File: config.mk
export PLATFORM = sky130hd
export DESIGN_NAME = rfa_div
export DESIGN_NICKNAME = d
export VERILOG_FILES = /design/src/rtl/rfa_pkg.sv /design/src/rtl/rfa_div.sv
export SDC_FILE = /design/constraint.sdc
export NUM_CORES = 2
export LEC_CHECK = 0
export BUFFER_PORTS_ARGS = -buffer_cell sky130_fd_sc_hd__buf_2
export CAP_MARGIN = 25
export CELL_PAD_IN_SITES_DETAIL_PLACEMENT = 1
export CELL_PAD_IN_SITES_GLOBAL_PLACEMENT = 2
export CORE_MARGIN = 2
export CORE_UTILIZATION = 30
export CTS_CLUSTER_SIZE = 28
export DETAILED_ROUTE_END_ITERATION = 10
export GPL_ROUTABILITY_DRIVEN = 1
export PLACE_DENSITY_LB_ADDON = 0.1
export SLEW_MARGIN = 25
export SYNTH_ARGS = -nofsm -noshare
export SYNTH_HDL_FRONTEND = slang
export SYNTH_SLANG_ARGS = --single-unit
File: constraint.sdc
create_clock -name clk -period 4.62 [get_ports clk]
set_input_delay 0.231 -clock clk [delete_from_list [all_inputs] [get_ports clk]]
set_output_delay 0.231 -clock clk [all_outputs]
set_load 0.01 [all_outputs]
File: src/rtl/rfa_pkg.sv
// Shared widths, constants and types of the radial falloff alpha pipeline.
package rfa_pkg;

  localparam int COORD_W    = 12;
  localparam int SIZE_W     = 13;
  localparam int MAX_SIZE   = 4096;
  localparam int SIZE_RESET = 256;
  localparam int ALPHA_W    = 8;

  localparam int DIFF_W = SIZE_W;
  localparam int NUM_W  = 2 * DIFF_W;
  localparam int QUO_W  = 33;
  localparam int ROOT_W = 17;
  localparam int RAD_W  = 2 * ROOT_W;
  localparam int REM_W  = ROOT_W + 4;
  localparam int FRAC_W = 16;
  localparam int MUL_STAGES = 3;

  localparam logic [SIZE_W-1:0]  SIZE_MAX_C = SIZE_W'(MAX_SIZE);
  localparam logic [SIZE_W-1:0]  SIZE_RST_C = SIZE_W'(SIZE_RESET);
  localparam logic [ROOT_W-1:0]  ONE_Q16    = ROOT_W'(1 << FRAC_W);
  localparam logic [ALPHA_W-1:0] ALPHA_MAX  = '1;

  typedef struct packed {
    logic valid;
    logic outside;
  } rfa_tag_t;

endpackage

File: src/rtl/rfa_div.sv
// Pipelined restoring divider giving floor(num * 2^32 / den), one quotient bit per stage.
module rfa_div (
  input  logic                     clk,
  input  logic                     rst_n,
  input  logic                     en,
  input  rfa_pkg::rfa_tag_t        in_tag,
  input  logic [rfa_pkg::NUM_W-1:0] in_num,
  input  logic [rfa_pkg::NUM_W-1:0] in_den,
  output rfa_pkg::rfa_tag_t        out_tag,
  output logic [rfa_pkg::QUO_W-1:0] out_quo
);
  import rfa_pkg::*;

  rfa_tag_t         tag_r [QUO_W];
  logic [NUM_W-1:0] rem_r [QUO_W];
  logic [NUM_W-1:0] den_r [QUO_W];
  logic [QUO_W-1:0] quo_r [QUO_W];

  genvar k;
  generate
    for (k = 0; k < QUO_W; k++) begin : g_stage
      rfa_tag_t         tag_in;
      logic [NUM_W-1:0] rem_in;
      logic [NUM_W-1:0] den_in;
      logic [QUO_W-1:0] quo_in;
      logic [NUM_W:0]   shl;
      logic [NUM_W:0]   diff;
      logic             ge;
      logic [NUM_W-1:0] rem_nxt;

      if (k == 0) begin : g_first
        assign tag_in = in_tag;
        assign rem_in = in_num;
        assign den_in = in_den;
        assign quo_in = '0;
        assign shl    = {1'b0, rem_in};
      end else begin : g_next
        assign tag_in = tag_r[k-1];
        assign rem_in = rem_r[k-1];
        assign den_in = den_r[k-1];
        assign quo_in = quo_r[k-1];
        assign shl    = {rem_in, 1'b0};
      end

      assign diff    = shl - {1'b0, den_in};
      assign ge      = (shl >= {1'b0, den_in});
      assign rem_nxt = ge ? diff[NUM_W-1:0] : shl[NUM_W-1:0];

      always_ff @(posedge clk) begin
        if (!rst_n) begin
          tag_r[k] <= '0;
        end else if (en) begin
          tag_r[k] <= tag_in;
        end
      end

      always_ff @(posedge clk) begin
        if (en) begin
          rem_r[k] <= rem_nxt;
          den_r[k] <= den_in;
          quo_r[k] <= {quo_in[QUO_W-2:0], ge};
        end
      end
    end
  endgenerate

  assign out_tag = tag_r[QUO_W-1];
  assign out_quo = quo_r[QUO_W-1];

endmodule

# == Word level (Yosys, flattened, before mapping) ==
# Memories as Yosys holds them, arrays and structs flattened.
# Index checks and enable logic that the tools add are counted.
# word_totals
mem_bits_rw,2871
n_memories,4
regBits,0
word_cells,174
in_bits,57
out_inout_bits,35
# memory_table
memory,words,word_bits,read_ports,rd_clocked_by_memory_dff,write_ports,line,rtl
quo_r,33,33,33,0,33,rfa_div.sv:17,logic [QUO_W-1:0] quo_r [QUO_W];
den_r,33,26,32,0,33,rfa_div.sv:16,logic [NUM_W-1:0] den_r [QUO_W];
rem_r,33,26,32,0,33,rfa_div.sv:15,logic [NUM_W-1:0] rem_r [QUO_W];
tag_r,33,2,33,0,33,rfa_div.sv:14,rfa_tag_t tag_r [QUO_W];
# op_classes
bitwise_logic,33
n_mux,71
add_sub_neg,33
magnitude_cmp,33
# op_table
op,count
27-bit by 26-bit >= comparator with 1-bit output,32
26-bit 2-to-1 mux,33
26-bit subtractor,33
2-bit 2-to-1 mux,33
1-bit OR,33
26-bit >= comparator,1
1-bit 2-to-1 mux,5

# == Depth between registers and ports, before layout ==
# logic_depth
depth_word,4
mapped_depth,15
ltp_nobuf,14

# == Worst setup path before layout ==
# No wires, ideal clock.
# synth_path
path_kind,register to register
start,memory rem_r[0][87] (netlist name)
end,"memory rem_r[0][111] (netlist name), data pin"
t_arrival_ps,3485
period_less_slack_ps,3745
path_stages_with_launch,13
t_required_ps,4360
path_buffers,1
path_slack_ps,875
setup_ps,260
cell_sequence,edfxtp_1 ha_1 a21o_1 a21o_1 a2111o_1 a211oi_2 o31ai_1 a221o_1 a21oi_2 a21oi_2 a2111oi_4 buf_6 mux2_4
# synth_lines
item,line
from (decl),rfa_div.sv:15

==> results.toml <==
[worst_hold_path]
hold_path.class = "in -> reg"
whs_path_depth = 3

[sta]
tightest_slew_ps = 962
timing.clock.skew_ps = 45.1
rsz0062_at_grt = "false"
fin_crit_ps = 4170
setup_viol_count_final = 0
final_total_negative_setup_slack_ps = 0
timing.fmax_mhz = 240
maxSlewViolCount = 0
slew_headroom_pct = 34.2
hold_viol = 0
layout_worst_path_cycle_share_pct = 90.2

[synth]
ys_ff_latch = 2291
syn-cell-area_mm2 = 0.122
synth_commonest_cells = "sky130_fd_sc_hd__edfxtp_1 (2291), sky130_fd_sc_hd__inv_1 (1058), sky130_fd_sc_hd__ha_1 (857)"
ys_top_cells_by_area = "sky130_fd_sc_hd__edfxtp_1 (57%), sky130_fd_sc_hd__ha_1 (8.8%), sky130_fd_sc_hd__mux2_2 (4.4%), sky130_fd_sc_hd__inv_1 (3.3%), sky130_fd_sc_hd__xnor2_1 (3.1%)"
async_flop_share_pct = 0
synth_cells = 10000
synthesis.yosys.warnings = 0
synth_top_cell_area_share_pct = 56.5
ys_dominant_reg_cell = "sky130_fd_sc_hd__edfxtp_1"
synth_area_leader_cell = "sky130_fd_sc_hd__edfxtp_1"
synth.yosys.seq_area_share_pct = 56.5
synth_most_common_cell = "sky130_fd_sc_hd__edfxtp_1"
ys_types = 86
synthesis.area_per_instance_um2 = 12.1
postSynthNetCount = 11000
synth-edff-count = 2291

[layout]
fillers = 43200
final_cells = 16100
design_area_mm2 = 0.140
multi_input_comb_area_mm2 = 0.0484
fin_util_pct = 34.6
drive_gt1_share_pct = 11.1
sequential_cell_area_mm2 = 0.0688
num-nets-final = 11400
layout-area-overhead-vs-synth_pct = 14.9

[global_route]
globalRouteOverflowTotal = 0
grt_max_degree = 171
grt.total_usage_pct = 15.5
grt_pass1_vias = 81500
antenna_found_initial = 7
grt_first_pass_wirelength_um = 497000

[critical_path]
worst-setup-path-type = "reg -> reg"
crit_path_end_kind = "flip-flop"
number_of_cells_traversed_by_the_worst_register_to_register_path = 13
worstSetupStartpointType = "flip-flop"
critical_path_required_ps = 5250
max_fo_critical_path = 19
data_arrival_time_of_the_critical_path_ps = 4790

[die]
dieArea_mm2 = 0.411
num_io_pins = 92
floorplan.initialDensity_pct = 30.2
core_mm2 = 0.403
row_count = 233
chipWidth_um = 641
die_h_um = 641

[flow_run]
cap_violations = 0

[power_and_ir_drop]
leakage_nw = 56.1
power-per-cell-area_mw_per_mm2 = 716
p_total_mw = 100
ir_worst_vdd_mv = 0.296

[detailed_routing]
drt-initial-drc-count = 3804
routed-via-count = 77100
avgViaCountPerCell = 4.80
drt-pass1-iter-count = 5
finalWirelength_um = 323000
average_routed_wire_per_standard_cell_um = 20.1
drc_errors = 0
drtAntennaViolNets = 0

[place]
numPlacedInstances = 15500
io_buffers = 91
dp_area_mm2 = 0.130
detailed_place_hpwl_um = 244000
routabilityCongestion = 0.806

[cts]
clk_buf_depth = 4
clock_tree_from_tritoncts = "done"
post_cts_sizing_count = 0
clockRootBuffer = "sky130_fd_sc_hd__clkbuf_16"
cts.reportedPaths.clkPinSlew_ps = 60
htree_levels = 5
cts_setup_buffers = 0
cts_inserted_buffers = 285
cts_sinks = 2291
clkLatencyLatePin_ps = 920

[status]
status = "complete, no violations"
## worst max-delay path, stage by stage, from the launching register on
cell and delay [ps]:
sky130_fd_sc_hd__edfxtp_1 460, sky130_fd_sc_hd__inv_1 120, sky130_fd_sc_hd__ha_1 300, sky130_fd_sc_hd__nor2b_1 130, sky130_fd_sc_hd__o21ai_0 120, sky130_fd_sc_hd__a21boi_0 360
sky130_fd_sc_hd__o31ai_1 210, sky130_fd_sc_hd__a211oi_1 460, sky130_fd_sc_hd__nor3_1 210, sky130_fd_sc_hd__o31ai_1 460, sky130_fd_sc_hd__a21oi_1 100, sky130_fd_sc_hd__o211ai_1 220
sky130_fd_sc_hd__buf_4 340, sky130_fd_sc_hd__mux2_2 400
## metrics by stage
stage	setup WS (ps)	hold WS, ps
2_1_floorplan	875	330
3_3_place_gp	287	401
3_5_place_dp	387	405
4_1_cts	356	1.33
5_1_grt	110	47.3
6_report	454	118
## per-layer routing
metal	wire [um]	share of wire [%]	track usage, %	up-vias
met4	7960	2.5	3.82	0
met5	0	0	0	-
met3	8950	2.8	1.82	412
met2	157000	49	26.8	800
met1	149000	46	20.6	38100
li1	-	-	-	37800
## placed cells by master, fill, tap and decap left out, drive strengths merged, types with 18 or more instances in the layout
master / synthesis / final
edfxtp: 2291 / 2291
inv: 1058 / 1068
ha: 857 / 857
a21oi: 731 / 731
nand2: 586 / 586
o21ai: 545 / 545
mux2: 498 / 498
nor2: 487 / 487
xnor2: 427 / 427
a21o: 426 / 426
clkbuf: 157 / 351
xor2: 278 / 278
buf: 31 / 211
and3: 133 / 133
nand3: 132 / 132
nor3: 111 / 111
o21bai: 109 / 109
nand4: 102 / 102
clkinv: 0 / 100
nor2b: 95 / 95
o21a: 95 / 95
nand2b: 89 / 89
a31oi: 88 / 88
dlygate4sd3: 0 / 86
a211oi: 60 / 60
and2: 55 / 55
o31ai: 39 / 39
o211ai: 35 / 35
or3: 34 / 34
fa: 32 / 32
bufinv: 0 / 30
or2: 29 / 29
nor4: 28 / 28
a211o: 24 / 24
a2111oi: 24 / 24
a21boi: 22 / 22
a221o: 20 / 20
o31a: 19 / 19
a221oi: 19 / 19
a311oi: 18 / 18
## where the power goes
group / switching [mW] / total (mW) / internal (mW)
registers: 3.64 / 34.2 / 30.5
logic: 23.9 / 43.5 / 19.6
clock network: 8.91 / 22.3 / 13.4
total: 36.4 / 100 / 63.6
## kinds of logic after synthesis
group | Yosys count | share of synthesized area (%)
adders and majority gates | 889 | 9.34
xor gates and xnor gates | 705 | 5.07
AOI/OAI and AO/OA | 2437 | 12.7
muxes | 511 | 4.77
DFF | 2291 | 56.5
buffers and inverters | 1246 | 3.87
and+or+nand+nor | 1956 | 7.73
## layout make-up
cell class | instances | share of cell area [%]
Clock buffer | 351 | 5.48
Timing Repair Buffer | 297 | 1.87
Antenna cell | 5 | 0.00895
Tap cell | 5405 | 4.84
Sequential cell | 2291 | 49.2
Inverter | 1058 | 2.84
Clock inverter | 152 | 1.15
Multi-Input combinational cell | 6498 | 34.6
## state kept, by name, indices dropped and copies added, names as in the netlist
name and flops:
rem_r 832, tag_r 66, den_r 832, quo_r 561
## what timing repair did
action	4_1_cts	5_1_grt
hold endpoints to repair	83	0
endpoints found under the setup margin	0	0
hold buffers	86	0
## final timing paths
check                       end  slack, ps          start
setup / recovery  rem_r[0][362]        450  den_r[0][313]
hold / removal     tag_r[26][1]        120          rst_n
setup reg to reg  rem_r[0][362]        450  den_r[0][313]
hold reg to reg   quo_r[1][376]        390  quo_r[1][342]
(Power assumes the default switching activity.)
