`config.mk`:
```
export PLATFORM = sky130hd
export DESIGN_NAME = rfa_sqrt
export DESIGN_NICKNAME = d
export VERILOG_FILES = /design/src/rtl/rfa_pkg.sv /design/src/rtl/rfa_sqrt.sv
export SDC_FILE = /design/constraint.sdc
export NUM_CORES = 1
export LEC_CHECK = 0
export ABC_CLOCK_PERIOD_IN_PS = 4000
export BUFFER_PORTS_ARGS = -buffer_cell sky130_fd_sc_hd__clkbuf_2
export CORE_MARGIN = 2
export CORE_UTILIZATION = 30
export CTS_CLUSTER_SIZE = 30
export DETAILED_ROUTE_END_ITERATION = 10
export PLACE_DENSITY_LB_ADDON = 0.12
export SYNTH_ARGS = -nofsm -noshare
export SYNTH_HDL_FRONTEND = slang
export SYNTH_SLANG_ARGS = --single-unit
```
`constraint.sdc`:
```
create_clock -name clk -period 4 [get_ports clk]
set_input_delay 0.8 -clock clk [delete_from_list [all_inputs] [get_ports clk]]
set_output_delay 0.8 -clock clk [all_outputs]
set_load 0.05 [all_outputs]
```
`src/rtl/rfa_pkg.sv`:
```
// Shared widths, constants and types of the radial falloff alpha pipeline.
package rfa_pkg;

  localparam int COORD_W    = 12;
  localparam int SIZE_W     = 13;
  localparam int MAX_SIZE   = 4096;
  localparam int SIZE_RESET = 256;
  localparam int ALPHA_W    = 8;

  localparam int DIFF_W = SIZE_W;
  localparam int NUM_W  = 2 * DIFF_W;
  localparam int QUO_W  = 33;
  localparam int ROOT_W = 17;
  localparam int RAD_W  = 2 * ROOT_W;
  localparam int REM_W  = ROOT_W + 4;
  localparam int FRAC_W = 16;
  localparam int MUL_STAGES = 3;

  localparam logic [SIZE_W-1:0]  SIZE_MAX_C = SIZE_W'(MAX_SIZE);
  localparam logic [SIZE_W-1:0]  SIZE_RST_C = SIZE_W'(SIZE_RESET);
  localparam logic [ROOT_W-1:0]  ONE_Q16    = ROOT_W'(1 << FRAC_W);
  localparam logic [ALPHA_W-1:0] ALPHA_MAX  = '1;

  typedef struct packed {
    logic valid;
    logic outside;
  } rfa_tag_t;

endpackage

```
`src/rtl/rfa_sqrt.sv`:
```
// Pipelined digit-by-digit integer square root, one root bit per stage.
module rfa_sqrt (
  input  logic                      clk,
  input  logic                      rst_n,
  input  logic                      en,
  input  rfa_pkg::rfa_tag_t         in_tag,
  input  logic [rfa_pkg::QUO_W-1:0]  in_rad,
  output rfa_pkg::rfa_tag_t         out_tag,
  output logic [rfa_pkg::ROOT_W-1:0] out_root
);
  import rfa_pkg::*;

  rfa_tag_t          tag_r  [ROOT_W];
  logic [RAD_W-1:0]  rad_r  [ROOT_W];
  logic [REM_W-1:0]  rem_r  [ROOT_W];
  logic [ROOT_W-1:0] root_r [ROOT_W];

  genvar i;
  generate
    for (i = 0; i < ROOT_W; i++) begin : g_stage
      rfa_tag_t          tag_in;
      logic [RAD_W-1:0]  rad_in;
      logic [REM_W-1:0]  rem_in;
      logic [ROOT_W-1:0] root_in;
      logic [REM_W-1:0]  rem_sh;
      logic [REM_W-1:0]  trial;
      logic              ge;

      if (i == 0) begin : g_first
        assign tag_in  = in_tag;
        assign rad_in  = {{(RAD_W-QUO_W){1'b0}}, in_rad};
        assign rem_in  = '0;
        assign root_in = '0;
      end else begin : g_next
        assign tag_in  = tag_r[i-1];
        assign rad_in  = rad_r[i-1];
        assign rem_in  = rem_r[i-1];
        assign root_in = root_r[i-1];
      end

      assign rem_sh = {rem_in[REM_W-3:0], rad_in[RAD_W-1:RAD_W-2]};
      assign trial  = {{(REM_W-ROOT_W-2){1'b0}}, root_in, 2'b01};
      assign ge     = (rem_sh >= trial);

      always_ff @(posedge clk) begin
        if (!rst_n) begin
          tag_r[i] <= '0;
        end else if (en) begin
          tag_r[i] <= tag_in;
        end
      end

      always_ff @(posedge clk) begin
        if (en) begin
          rad_r[i]  <= {rad_in[RAD_W-3:0], 2'b00};
          rem_r[i]  <= ge ? (rem_sh - trial) : rem_sh;
          root_r[i] <= {root_in[ROOT_W-2:0], ge};
        end
      end
    end
  endgenerate

  assign out_tag  = tag_r[ROOT_W-1];
  assign out_root = root_r[ROOT_W-1];

endmodule

```
# After elaboration in Yosys (flattened, before gate mapping)
# Memory sizes are Yosys's and may differ from the RTL's.
# Cells that the tools add are included.
[word_totals]
reg_bits = 0
mem_bits_ro = 0
out_inout_bits = 19
latchBits = 0
mem_count = 4
inputBits = 38
ram_bits = 1224
wordCells = 94
[mem_list]
columns = ["memory", "depth", "width", "rd", "rd_ports_with_merged_regs", "wr", "line", "source"]
rows = [
  ["rad_r", 17, 32, 16, 0, 17, "rfa_sqrt.sv:14", "logic [RAD_W-1:0] rad_r [ROOT_W];"],
  ["rem_r", 17, 21, 16, 0, 17, "rfa_sqrt.sv:15", "logic [REM_W-1:0] rem_r [ROOT_W];"],
  ["root_r", 17, 17, 17, 0, 17, "rfa_sqrt.sv:16", "logic [ROOT_W-1:0] root_r [ROOT_W];"],
  ["tag_r", 17, 2, 17, 0, 17, "rfa_sqrt.sv:13", "rfa_tag_t tag_r [ROOT_W];"],
]
[classes]
n_reduce_logical = 0
multipliers = 0
muxes = 39
div = 0
n_shift = 0
eq_ne = 0
add_sub_neg = 17
magnitude_cmp = 17
bitwise_logic = 17
[op_table]
columns = ["op", "count"]
rows = [
  ["21-bit two-way mux", 17],
  ["21-bit by 19-bit >= comparator with 1-bit output", 16],
  ["21-bit by 19-bit subtractor with 21-bit output", 16],
  ["2-bit two-way mux", 17],
  ["1-bit OR", 17],
  ["1-bit two-way mux", 5],
  ["1-bit by 1-bit subtractor with 2-bit output, second input constant", 1],
  ["1-bit >= comparator, second input constant", 1],
]

# Longest topological paths before layout
[depth]
word_depth = 4
mapped_depth = 11

# Worst setup path before layout
# OpenSTA, ideal clock, no wires.
[synth_path]
path_type = "register to register"
from = "memory rem_r[0][307] (netlist bit)"
to = "memory rem_r[0][319] (netlist bit), data pin"
stages_incl_launch_ff = 10
required_ns = 3.730
path_slack_ns = 1.249
t_arrival_ns = 2.481
setup_ns = 0.270
synth_period_minus_slack_ns = 2.751
path_cell_list = "edfxtp_1 > ha_1 > clkbuf_1 > nand4_1 > or4_1 > nand3_1 > o21bai_1 > clkbuf_1 > buf_1 > a21oi_1"
[synth_lines]
columns = ["item", "line"]
rows = [
  ["start, declared", "rfa_sqrt.sv:15"],
]

==> reports/metrics.cfg <==
[outcome]
run_status=finished clean

[die]
start_util=0.3019
fp.dieH_um=337.5
top_level_ports=57
rows=122
core_sq_mm=0.1105
die_w_um=337.5
die_area_sq_mm=0.1139

[clock_tree]
post_cts_buffers=0
cts_buffers=88
clockBufferDepth=3
cts_resized=0
worstSkewPairLatency_ps=660
hold_buffers=0
cts_tree=yes
cts.sinks=735
clk_pin_slew_ps=60
cts_root_buf=clkbuf_16
htreeDepth=3

[synth]
ys_seq_area_frac=0.6614
synth_cell_types=74
synthTopCellsByArea=edfxtp_1 66%, ha_1 6.3%, xor2_1 2.8%, xnor2_1 2.7%, a21oi_1 2.6%
synth_edf_count=735
syn_area_sq_mm=0.03337
synth_top_area_frac=0.6614
syn-num-nets=2687
ys.flop_type=edfxtp_1
avgSynthCellArea_sq_um=13.46
yosys_warnings=0
ys_ff_latch=735
async_reset_ff_frac=0
synthCells=2480
yosysTopAreaCell=edfxtp_1

[timing]
hold_viol=0
worst_pin_slew_ps=1244
finalCritPeriodShare=0.8316
max_freq_mhz=300.6
slew_viol_final=0
finClkSkew_ps=40.14
max_slew_margin=0.1493
setup_viol=0
fin_crit_ps=3326
rsz0062_at_grt=false
tns_ps=0

[placed_design]
hpwlAfterDp_mm=45.52
globalplace.congestion=0.8346
numPortBuffers=56
placed_cell_area_sq_mm=0.03562

[hold_path]
hold_path_depth=1
hp-start=in_rad[30]
min_path_type=input pin to flip-flop

[setup_path]
ff2ff_setup_slack_ps=670
crit_path_start=rem_r[0][294]
crit_fanout=17
crit_path_cell_trace=ha_1 > or3_1 > o22ai_1 > nand3_1 > a41oi_1 > o21bai_2 > nor2b_1 > mux2_2
cp-end-kind=flip-flop
criticalPathCategory=flip-flop to flip-flop
r2r-start=rem_r[0][294]
crit_slowest_cell=a41oi_1
crit_path_start_kind=flip-flop
reg2reg_depth=8
cp.required_ps=4410
cpPeakStageDelay_ps=560
cp_data_arrival_time_ps=3740

[power_and_ir_drop]
cellPowerDensity_mw_per_mm2=536.7
p_leak_nw=14.69
ir_drop_v=0.0002984

[routing]
first_pass_iters=7
vias=19148
wl_mm=64.89
drtIter0Drc=1331
final_antenna_net_count=0
wl_per_cell_um=15.55
drc=0
vias_per_cell=4.587

[global_routing]
grt_overflow=0
grt_usage=0.1141
antenna_found_initial=1
grt_max_degree=101
grt_pass1_wl_mm=104.1
grt_pass1_vias=19184

[cells_and_area]
drive_gt1_frac=0.1013
postLayoutCellArea_sq_mm=0.03851
num-fill-cells=10809
nets=2819
seq_area_sq_mm=0.02207
multi_input_area_sq_mm=0.01040
area_delta_synth_final_pct=15.40

[flow_run]
maxCapViolCount=0

## worst paths after layout
kind / endpoint
worst max-delay path: rem_r[0][333]
worst min-delay path: rad_r[0][30]
worst max register to register: rem_r[0][333]
worst min register to register: rad_r[0][85]
## worst max-delay path, delay by kind of cell (launching register included)
| kind | cells | cell delay, ps |
|---|---|---|
| adder cells (fa/ha/maj) | 1 | 250 |
| multiplexers | 1 | 260 |
| AND/OR/NAND/NOR | 3 | 880 |
| flip-flops | 1 | 400 |
| AO/OA/AOI/OAI | 3 | 1310 |
## registers in the layout, summed over array words and instances, names as in the netlist
signal	flops
tag_r	34
rem_r	276
rad_r	272
root_r	153
## layout by cell type, fill, tap and decap left out, drive strengths merged, types with 4 or more instances in the layout
| cell type | n |
|---|---|
| a2111oi | 6 |
| a211oi | 15 |
| a21o | 45 |
| a21oi | 175 |
| a31oi | 10 |
| and2 | 8 |
| and3 | 49 |
| buf | 27 |
| bufinv | 8 |
| clkbuf | 158 |
| clkinv | 42 |
| clkinvlp | 6 |
| edfxtp | 735 |
| ha | 169 |
| inv | 204 |
| mux2 | 41 |
| mux2i | 5 |
| nand2 | 124 |
| nand2b | 25 |
| nand3 | 32 |
| nand4 | 34 |
| nand4b | 5 |
| nor2 | 182 |
| nor2b | 20 |
| nor3 | 59 |
| nor4 | 29 |
| o2111ai | 4 |
| o211ai | 12 |
| o21a | 27 |
| o21ai | 90 |
| o21bai | 13 |
| o22ai | 6 |
| o311ai | 5 |
| o31ai | 10 |
| or2 | 8 |
| or3 | 32 |
| or4 | 12 |
| xnor2 | 102 |
| xor2 | 105 |
## cells by family (layout without fill, tap and decap cells)
group,after synthesis,after routing,synth area share
simple gates,629,629,0.09370
flops,735,735,0.6614
xor+xnor,207,207,0.05433
compound gates,453,453,0.08444
other cells,1,2,0.0001124
buf+inv,240,445,0.02730
fa+ha+maj,169,169,0.06337
mux,46,46,0.01534
## metal layers
| metal | global-route usage | share of wire |
|---|---|---|
| met4 | 0.04227 | 0.025 |
| met5 | 0 | 0 |
| met2 | 0.1793 | 0.45 |
| met3 | 0.02174 | 0.046 |
| met1 | 0.1563 | 0.48 |
## power breakdown
| group | leakage, nW | switching (mW) | internal (mW) |
|---|---|---|---|
| Sequential | 7.08 | 0.476 | 9.50 |
| Clock | 1.39 | 3.26 | 4.61 |
| Combinational | 6.22 | 1.62 | 1.21 |
## final cells by class
cell class,instances,area share
clock buffers,103,0.05865
repair buffers,82,0.01391
well taps,1488,0.04835
flip-flops and latches,735,0.5732
clock inverters,60,0.01634
multi-input cells,1505,0.2700
inverters,200,0.01950
diodes,1,0.00006498
## cell usage after synthesis, types with 4 or more instances
cell type / instances
a2111oi_0: 6
o211ai_1: 12
xnor2_1: 102
o21bai_1: 13
a31oi_1: 10
or2_2: 8
o22ai_1: 6
a21o_1: 45
xor2_1: 105
o311ai_0: 4
nand3_1: 32
nand4_1: 34
nor2b_1: 20
a211oi_1: 15
nor2_1: 182
ha_1: 169
edfxtp_1: 735
or3_1: 31
mux2i_1: 5
and3_1: 49
a21oi_1: 175
and2_1: 8
nand2b_1: 25
o21ai_0: 90
nor3_1: 57
o21a_1: 27
or4_1: 10
o31ai_1: 9
nor4_1: 29
buf_2: 7
mux2_2: 41
nand2_1: 124
nand4b_1: 5
clkbuf_1: 29
o2111ai_1: 4
inv_1: 199
## stage by stage
step / hold slack [ps] / power (mW) / setup WS (ps) / utilization / cells
final: 314.1 / 20.67 / 673.6 / 0.3484 / 4174
after global routing: 272.5 / 21.75 / 500.1 / 0.3484 / 4173
after CTS: 250.6 / 21.03 / 773.0 / 0.3484 / 4173
after detailed placement: 404.5 / 12.97 / 778.9 / 0.3223 / 4010
after global placement: 400.3 / 12.92 / 812.7 / 0.3223 / 4010
after floorplan: 400.3 / 12.01 / 1249 / - / 2480
No activity file was read; power rests on OpenSTA's default activity.
